**src/rtl/aee_pkg.sv**
```systemverilog
// Shared constants, sequencer states and interface types of the arithmetic encoder.
// Used by the scaling divider and the top level; depends on nothing.
package aee_pkg;

   localparam int CODE_BITS = 32;
   localparam int COUNT_BITS = 16;
   localparam int MAX_SHIFTS = 32;

   localparam int RANGE_BITS = CODE_BITS + 1;
   localparam int PROD_BITS = RANGE_BITS + COUNT_BITS;
   localparam int DIV_STEPS = RANGE_BITS;
   localparam int DIV_CNT_BITS = $clog2(DIV_STEPS + 1);
   localparam int SHIFT_CNT_BITS = $clog2(MAX_SHIFTS + 1);
   localparam int SHIFT_IDX_BITS = $clog2(MAX_SHIFTS);

   typedef enum logic [2:0] {
      S_IDLE,
      S_START_LO,
      S_WAIT_LO,
      S_START_HI,
      S_WAIT_HI,
      S_UPDATE,
      S_RENORM,
      S_EMIT
   } aee_state_type;

   typedef struct packed {
      logic                  start;
      logic [RANGE_BITS-1:0] range;
      logic [COUNT_BITS-1:0] count;
      logic [COUNT_BITS-1:0] total;
   } scale_req_type;

   typedef struct packed {
      logic                  done;
      logic [RANGE_BITS-1:0] quotient;
   } scale_rsp_type;

endpackage

```
**src/rtl/arith_encoder_e1e2_scaling.sv**
```systemverilog
// Integer arithmetic encoder with E1/E2 renormalization, one symbol per item.
// Each item passes through two divisions by total_count in the shared aee_scale unit,
// each made of a start step, CODE_BITS + 1 quotient steps and a done step. Then come an
// update step, a step for each renormalization shift plus a closing step, the results at
// one per cycle while the result side does not stall, and the idle state, in which the
// next item is taken. Every result of an item carries the collapse flag as it stands
// after that item. The block is not ready for a new item until the last result of the
// current one has been taken.
module arith_encoder_e1e2_scaling
   import aee_pkg::*;
(
   input  logic                  clock,
   input  logic                  reset,
   input  logic                  req_valid,
   output logic                  req_stall,
   input  logic [COUNT_BITS-1:0] req_cum_low,
   input  logic [COUNT_BITS-1:0] req_cum_high,
   input  logic                  req_last_symbol,
   output logic                  rsp_valid,
   input  logic                  rsp_stall,
   output logic                  rsp_bit_valid,
   output logic                  rsp_code_bit,
   output logic                  rsp_run_end,
   output logic                  rsp_collapsed,
   output logic                  rsp_message_end,
   input  logic                  csr_valid,
   output logic                  csr_ready,
   input  logic [COUNT_BITS-1:0] csr_total_count
);

   aee_state_type             state_ff, state_in;
   logic [COUNT_BITS-1:0]     total_ff, total_in;
   logic [CODE_BITS-1:0]      lo_ff, lo_in;
   logic [CODE_BITS-1:0]      hi_ff, hi_in;
   logic                      collapse_ff, collapse_in;
   logic [COUNT_BITS-1:0]     cl_ff, cl_in;
   logic [COUNT_BITS-1:0]     ch_ff, ch_in;
   logic                      last_ff, last_in;
   logic [RANGE_BITS-1:0]     range_ff, range_in;
   logic [RANGE_BITS-1:0]     lo_off_ff, lo_off_in;
   logic [SHIFT_CNT_BITS-1:0] n_ff, n_in;
   logic [SHIFT_CNT_BITS-1:0] k_ff, k_in;
   logic [MAX_SHIFTS-1:0]     bits_ff, bits_in;

   scale_req_type             scale_req;
   scale_rsp_type             scale_rsp;

   logic [CODE_BITS-1:0]      hi_clamp;
   logic [RANGE_BITS-1:0]     lo_ext;
   logic [RANGE_BITS-1:0]     lo_adj;
   logic [RANGE_BITS-1:0]     lo_sum;
   logic [RANGE_BITS-1:0]     hi_sum;
   logic [RANGE_BITS-1:0]     width;
   logic                      e1;
   logic                      e2;
   logic                      shifts_full;
   logic                      emit_last;

   aee_scale u_scale (
      .clock (clock),
      .reset (reset),
      .req   (scale_req),
      .rsp   (scale_rsp)
   );

   assign scale_req.start = (state_ff == S_START_LO) || (state_ff == S_START_HI);
   assign scale_req.range = range_ff;
   assign scale_req.count = (state_ff == S_START_HI) ? ch_ff : cl_ff;
   assign scale_req.total = total_ff;

   assign hi_clamp    = (hi_ff < lo_ff) ? lo_ff : hi_ff;
   assign lo_ext      = {1'b0, lo_ff};
   assign lo_adj      = (lo_off_ff >= range_ff) ? (range_ff - RANGE_BITS'(1)) : lo_off_ff;
   assign lo_sum      = lo_ext + ((scale_rsp.quotient <= lo_off_ff) ? lo_adj : lo_off_ff);
   assign hi_sum      = lo_ext + scale_rsp.quotient - RANGE_BITS'(1);
   assign width       = {1'b0, hi_ff} - lo_ext + RANGE_BITS'(1);
   assign e1          = !hi_ff[CODE_BITS-1];
   assign e2          = lo_ff[CODE_BITS-1];
   assign shifts_full = (n_ff == SHIFT_CNT_BITS'(MAX_SHIFTS));
   assign emit_last   = (n_ff == '0) || (k_ff == (n_ff - SHIFT_CNT_BITS'(1)));

   assign req_stall       = (state_ff != S_IDLE);
   assign csr_ready       = (state_ff == S_IDLE);
   assign rsp_valid       = (state_ff == S_EMIT);
   assign rsp_bit_valid   = (n_ff != '0);
   assign rsp_code_bit    = (n_ff != '0) && bits_ff[k_ff[SHIFT_IDX_BITS-1:0]];
   assign rsp_run_end     = emit_last;
   assign rsp_collapsed   = collapse_ff;
   assign rsp_message_end = emit_last && last_ff;

   always_comb begin
      state_in    = state_ff;
      total_in    = total_ff;
      lo_in       = lo_ff;
      hi_in       = hi_ff;
      collapse_in = collapse_ff;
      cl_in       = cl_ff;
      ch_in       = ch_ff;
      last_in     = last_ff;
      range_in    = range_ff;
      lo_off_in   = lo_off_ff;
      n_in        = n_ff;
      k_in        = k_ff;
      bits_in     = bits_ff;

      if (csr_valid && csr_ready) begin
         total_in = (csr_total_count == '0) ? COUNT_BITS'(1) : csr_total_count;
      end

      unique case (state_ff)
         S_IDLE: begin
            if (req_valid) begin
               cl_in    = (req_cum_low > total_ff) ? total_ff : req_cum_low;
               ch_in    = (req_cum_high > total_ff) ? total_ff : req_cum_high;
               last_in  = req_last_symbol;
               range_in = {1'b0, hi_clamp} - lo_ext + RANGE_BITS'(1);
               state_in = S_START_LO;
            end
         end
         S_START_LO: begin
            state_in = S_WAIT_LO;
         end
         S_WAIT_LO: begin
            if (scale_rsp.done) begin
               lo_off_in = scale_rsp.quotient;
               state_in  = S_START_HI;
            end
         end
         S_START_HI: begin
            state_in = S_WAIT_HI;
         end
         S_WAIT_HI: begin
            if (scale_rsp.done) begin
               state_in = S_UPDATE;
            end
         end
         S_UPDATE: begin
            lo_in = lo_sum[CODE_BITS-1:0];
            if (scale_rsp.quotient <= lo_off_ff) begin
               hi_in       = lo_sum[CODE_BITS-1:0];
               collapse_in = 1'b1;
            end else begin
               hi_in = hi_sum[CODE_BITS-1:0];
            end
            n_in     = '0;
            state_in = S_RENORM;
         end
         S_RENORM: begin
            if (!(e1 || e2) || shifts_full) begin
               if (((e1 || e2) && shifts_full) || (width < RANGE_BITS'(total_ff))) begin
                  collapse_in = 1'b1;
               end
               if (last_ff) begin
                  lo_in = '0;
                  hi_in = '1;
               end
               k_in     = '0;
               state_in = S_EMIT;
            end else begin
               lo_in = {lo_ff[CODE_BITS-2:0], 1'b0};
               hi_in = {hi_ff[CODE_BITS-2:0], 1'b1};
               bits_in[n_ff[SHIFT_IDX_BITS-1:0]] = !e1;
               n_in  = n_ff + SHIFT_CNT_BITS'(1);
            end
         end
         S_EMIT: begin
            if (!rsp_stall) begin
               if (emit_last) begin
                  state_in = S_IDLE;
               end else begin
                  k_in = k_ff + SHIFT_CNT_BITS'(1);
               end
            end
         end
         default: begin
            state_in = S_IDLE;
         end
      endcase
   end

   always_ff @(posedge clock) begin
      if (reset) begin
         state_ff    <= S_IDLE;
         total_ff    <= COUNT_BITS'(1);
         lo_ff       <= '0;
         hi_ff       <= '1;
         collapse_ff <= 1'b0;
         n_ff        <= '0;
         k_ff        <= '0;
      end else begin
         state_ff    <= state_in;
         total_ff    <= total_in;
         lo_ff       <= lo_in;
         hi_ff       <= hi_in;
         collapse_ff <= collapse_in;
         n_ff        <= n_in;
         k_ff        <= k_in;
      end
      cl_ff     <= cl_in;
      ch_ff     <= ch_in;
      last_ff   <= last_in;
      range_ff  <= range_in;
      lo_off_ff <= lo_off_in;
      bits_ff   <= bits_in;
   end

endmodule

```
**src/rtl/aee_scale.sv**
```systemverilog
// Iterative unit that computes floor(range * count / total), one quotient bit per cycle.
// Depends on aee_pkg for widths and the request and response types.
module aee_scale
   import aee_pkg::*;
(
   input  logic          clock,
   input  logic          reset,
   input  scale_req_type req,
   output scale_rsp_type rsp
);

   logic [DIV_CNT_BITS-1:0] cnt_ff, cnt_in;
   logic                    done_ff, done_in;
   logic [COUNT_BITS-1:0]   rem_ff, rem_in;
   logic [RANGE_BITS-1:0]   qd_ff, qd_in;

   logic [PROD_BITS-1:0]    prod;
   logic [COUNT_BITS:0]     trial;
   logic [COUNT_BITS:0]     diff;
   logic                    ge;

   // The product's top bits are always below total, so only RANGE_BITS steps are needed.
   assign prod  = PROD_BITS'(req.range) * PROD_BITS'(req.count);
   assign trial = {rem_ff, qd_ff[RANGE_BITS-1]};
   assign ge    = trial >= {1'b0, req.total};
   assign diff  = trial - {1'b0, req.total};

   always_comb begin
      cnt_in  = cnt_ff;
      done_in = 1'b0;
      rem_in  = rem_ff;
      qd_in   = qd_ff;
      if (req.start) begin
         cnt_in = DIV_CNT_BITS'(DIV_STEPS);
         rem_in = prod[PROD_BITS-1 -: COUNT_BITS];
         qd_in  = prod[RANGE_BITS-1:0];
      end else if (cnt_ff != '0) begin
         cnt_in  = cnt_ff - DIV_CNT_BITS'(1);
         done_in = (cnt_ff == DIV_CNT_BITS'(1));
         rem_in  = ge ? diff[COUNT_BITS-1:0] : trial[COUNT_BITS-1:0];
         qd_in   = {qd_ff[RANGE_BITS-2:0], ge};
      end
   end

   always_ff @(posedge clock) begin
      if (reset) begin
         cnt_ff  <= '0;
         done_ff <= 1'b0;
      end else begin
         cnt_ff  <= cnt_in;
         done_ff <= done_in;
      end
      rem_ff <= rem_in;
      qd_ff  <= qd_in;
   end

   assign rsp.done     = done_ff;
   assign rsp.quotient = qd_ff;

endmodule

```
**config.mk**
```make
export PLATFORM = sky130hd
export DESIGN_NAME = arith_encoder_e1e2_scaling
export DESIGN_NICKNAME = d
export VERILOG_FILES = /design/src/rtl/aee_pkg.sv /design/src/rtl/arith_encoder_e1e2_scaling.sv /design/src/rtl/aee_scale.sv
export SDC_FILE = /design/constraint.sdc
export NUM_CORES = 2
export LEC_CHECK = 0
export CAP_MARGIN = 20
export CORE_ASPECT_RATIO = 0.75
export CORE_MARGIN = 8
export CORE_UTILIZATION = 65
export DETAILED_ROUTE_END_ITERATION = 16
export DONT_BUFFER_PORTS = 1
export GPL_ROUTABILITY_DRIVEN = 0
export PLACE_DENSITY = 0.83
export SYNTH_ARGS = -nofsm -noshare
export SYNTH_HDL_FRONTEND = slang
export SYNTH_SLANG_ARGS = --single-unit
```
**constraint.sdc**
```tcl
create_clock -name clock -period 9.65 [get_ports clock]
set_input_delay 1.4475 -clock clock [delete_from_list [all_inputs] [get_ports clock]]
set_output_delay 1.4475 -clock clock [all_outputs]
set_load 0.01 [all_outputs]
```
==> implementation parameters <==
Parameter                              Value

CTS
  Clock tree buffer depth ... 3
  Clock Latency Late Sink ... 0.60 ns
  Buffer cell driving the clock tree root ... clkbuf_16
  Clock-pin slew of the registers on the worst-case setup and hold paths ... 0.07 ns
  Max H-tree Level ... 1
  Hold bufs inserted after CTS ... 0
  Number of resized instances in the post-cts repair step ... 0
  Clock tree from TritonCTS ... done
  Total clock buffers created by CTS ... 26
  Clock tree sinks ... 283
  Post-CTS setup buffer count ... 0

Setup path
  Crit path DAT ... 9.43 ns
  Kind of end point of the critical path ... flip-flop
  CP Launch Type ... flip-flop
  Cells on worst reg2reg path ... 24
  Slack of the worst reg-to-reg path ... 0.54 ns
  Startpoint-to-endpoint class of the critical path ... flip-flop to flip-flop
  CP required ... 9.97 ns
  Worst-path maximum fanout ... 33

Synthesis
  Most used DFF post-synth ... edfxtp_1
  Share of flip-flops with an asynchronous set or reset after synthesis ... 0
  Post-Synthesis Cell Area ... 40800 um2
  Post-synth EDFFs ... 180
  Net count of the mapped netlist ... 5686
  Share of the yosys chip area belonging to registers ... 0.183
  Synth unique cells ... 83
  Synthesized area per cell ... 8.69 um2
  Synth Instances ... 4697
  Count of state elements after synthesis ... 283
  Total of warnings raised by yosys ... 0

Timing
  Final hold violation count ... 0
  Final setup TNS ... 0 ns
  Slew of the pin with the lowest slew margin ... 1.01 ns
  Setup repair after global routing missed its margin ... false
  Worst-case hold slack ... 0.493 ns
  Pins Over Slew Limit ... 0
  Final cycle utilization of the critical path ... 0.944
  Final setup fails ... 0
  Minimum period implied by the final worst setup slack ... 9.11 ns
  Clock Skews ... 0.0388 ns
  Normalized max-slew margin ... 0.320
  Maximum achievable frequency ... 110 MHz

Cells and area
  Diode insertion count for antenna repair ... 0
  Number of nets in the final layout ... 5572
  Filler Cell Count ... 4848
  Final std cell area, no fill ... 42400 um2
  Area growth, synth to finish ... 3.96%
  Fraction of layout instances using a drive strength above 1 ... 0.0437

Floorplan
  Number of I/O pins ... 62
  Starting Density ... 0.657
  Die height ... 233 um
  Die width ... 305 um
  Total Die Area ... 71100 um2
  Core region area ... 62100 um2
  Floorplan row count ... 79

GRT
  Via count of the first global-routing pass ... 34.7k
  All-layer global routing usage ... 0.339
  Largest net degree at the start of global routing ... 91
  Global route total overflow ... 0
  First-pass GRT wire length ... 191 mm
  Number of antenna violations at the first check in global routing ... 1

Routing
  Via count ... 34.7k
  Detailed Route WL ... 121 mm
  Residual antenna-violating net count after detailed routing ... 0
  Pre-Repair DR Iteration Count ... 7
  Drt via density ... 6.42
  Routed len/inst ... 22.4 um
  DR DRC count ... 0
  Iteration-0 DRC count of the detailed router ... 4564

Run status
  Run status ... finished clean

Worst hold path
  Worst min path class ... flip-flop to flip-flop
  Hold-critical path depth ... 0

Placement
  Post-DP HPWL ... 95.5 mm
  Area after DPL ... 41500 um2
  IO Port Bufs ... 0

Run
  # Max-Cap Violations ... 0
-- logic make-up after synthesis --
kind of cell / after synthesis / synth area share
xor gates and xnor gates: 203 / 0.0436
buffers and inverters: 924 / 0.0850
and+or+nand+nor: 1343 / 0.148
muxes: 111 / 0.0323
adders and majority gates: 935 / 0.370
AOI/OAI and AO/OA: 898 / 0.138
DFF: 283 / 0.183
-- state kept, by name (all words and copies together), names as in the netlist --
register,flops
bits_ff,32
rsp_collapsed,1
k_ff,6
lo_off_ff,33
u_scale.qd_ff,33
last_ff,1
ch_ff,16
cl_ff,16
hi_ff,32
lo_ff,32
state_ff,3
range_ff,33
u_scale.done_ff,1
u_scale.rem_ff,16
total_ff,16
n_ff,6
u_scale.cnt_ff,6
-- final timing paths --
kind	from	endpoint
setup / recovery	state_ff[1]	u_scale.rem_ff[15]
hold reg to reg	u_scale.qd_ff[2]	lo_off_ff[2]
hold / removal	u_scale.qd_ff[2]	lo_off_ff[2]
setup reg to reg	state_ff[1]	u_scale.rem_ff[15]
-- cell usage after synthesis (43+ instances only) --
| library cell | count | share of area |
|---|---|---|
| a211oi_1 | 51 | 0.0094 |
| o21ai_0 | 201 | 0.025 |
| nor2_1 | 402 | 0.037 |
| xor2_1 | 73 | 0.016 |
| nand3_1 | 56 | 0.0069 |
| mux2_2 | 66 | 0.018 |
| and2_1 | 82 | 0.013 |
| clkbuf_1 | 175 | 0.016 |
| nand4_1 | 43 | 0.0066 |
| nor3_1 | 45 | 0.0055 |
| a21o_1 | 85 | 0.016 |
| xnor2_1 | 130 | 0.028 |
| a21oi_1 | 287 | 0.035 |
| dfxtp_1 | 103 | 0.051 |
| fa_1 | 452 | 0.22 |
| nand2_1 | 548 | 0.050 |
| inv_1 | 725 | 0.067 |
| ha_1 | 483 | 0.15 |
| edfxtp_1 | 180 | 0.13 |
-- critical path, cell delays in order (launching register included) --
cell and delay, ns:
dfxtp_1 0.38, ha_1 0.30, nand2b_1 0.36, mux2_2 0.91
nand2_1 0.20, fa_1 0.54, fa_1 0.51, fa_1 0.53
inv_1 0.06, fa_1 0.49, fa_1 0.50, inv_1 0.05
fa_1 0.47, inv_1 0.04, ha_1 0.37, a21oi_1 0.24
nor3b_1 0.30, o211ai_1 0.26, a211oi_1 0.62, o21ai_1 0.37
a31oi_1 0.66, o21ai_0 0.17, a21oi_1 0.20, xnor2_1 0.15
o21ai_0 0.09
-- cell usage in the layout, fill, tap and decap left out, types with 11 or more instances in the layout --
master / Yosys / final
clkbuf_16: 0 / 26
nand2b_1: 33 / 33
xor2_1: 73 / 73
fa_1: 452 / 452
nand3_1: 56 / 55
o21bai_1: 19 / 19
nor2_1: 402 / 398
nand2_1: 548 / 548
o31ai_1: 16 / 15
dfxtp_1: 103 / 103
o21ai_0: 201 / 201
o221ai_1: 16 / 16
o22ai_1: 19 / 19
clkinv_1: 14 / 16
inv_1: 725 / 725
ha_1: 483 / 483
edfxtp_1: 180 / 180
mux2i_1: 35 / 29
and2_1: 82 / 82
a21oi_1: 287 / 286
nand4_1: 43 / 43
and3_1: 12 / 12
a221oi_1: 35 / 35
nor2b_1: 37 / 37
o21a_1: 24 / 24
nor4_1: 18 / 18
nor3_1: 45 / 45
buf_4: 0 / 38
a31oi_1: 23 / 23
mux2_2: 66 / 66
a211oi_1: 51 / 51
a21boi_0: 15 / 15
or2_2: 10 / 11
o211ai_1: 29 / 29
xnor2_1: 130 / 130
a21o_1: 85 / 85
-- stage by stage --
step / worst slack [ns] / util / instances
floorplan: 1.95 / - / 4697
finish: 0.538 / 0.683 / 5413
CTS: 0.858 / 0.683 / 5410
global route: 0.206 / 0.683 / 5413
global placement: 1.18 / 0.668 / 5362
detailed placement: 0.897 / 0.668 / 5362
-- area by class of cell --
type	instances	area, um2	area share
Tap cell	810	1010	0.0239
Sequential cell	283	7470	0.176
Inverter	741	2780	0.0656
Timing Repair Buffer	41	325	0.00767
Multi-Input combinational cell	3490	29900	0.706
Clock inverter	11	138	0.00325
Clock buffer	37	742	0.0175
-- layer usage --
metal  global-route usage  vias to the layer above  wire [um]
met5                    0                        -         12
met4                0.129                        2       6060
met1                0.463                    16500      46800
li1                     -                    15400          -
met3                0.100                      447      17900
met2                0.508                     2344      50400
Power is not shown: default switching activity piles up to over one toggle a cycle in this logic, so the estimate is an artifact.
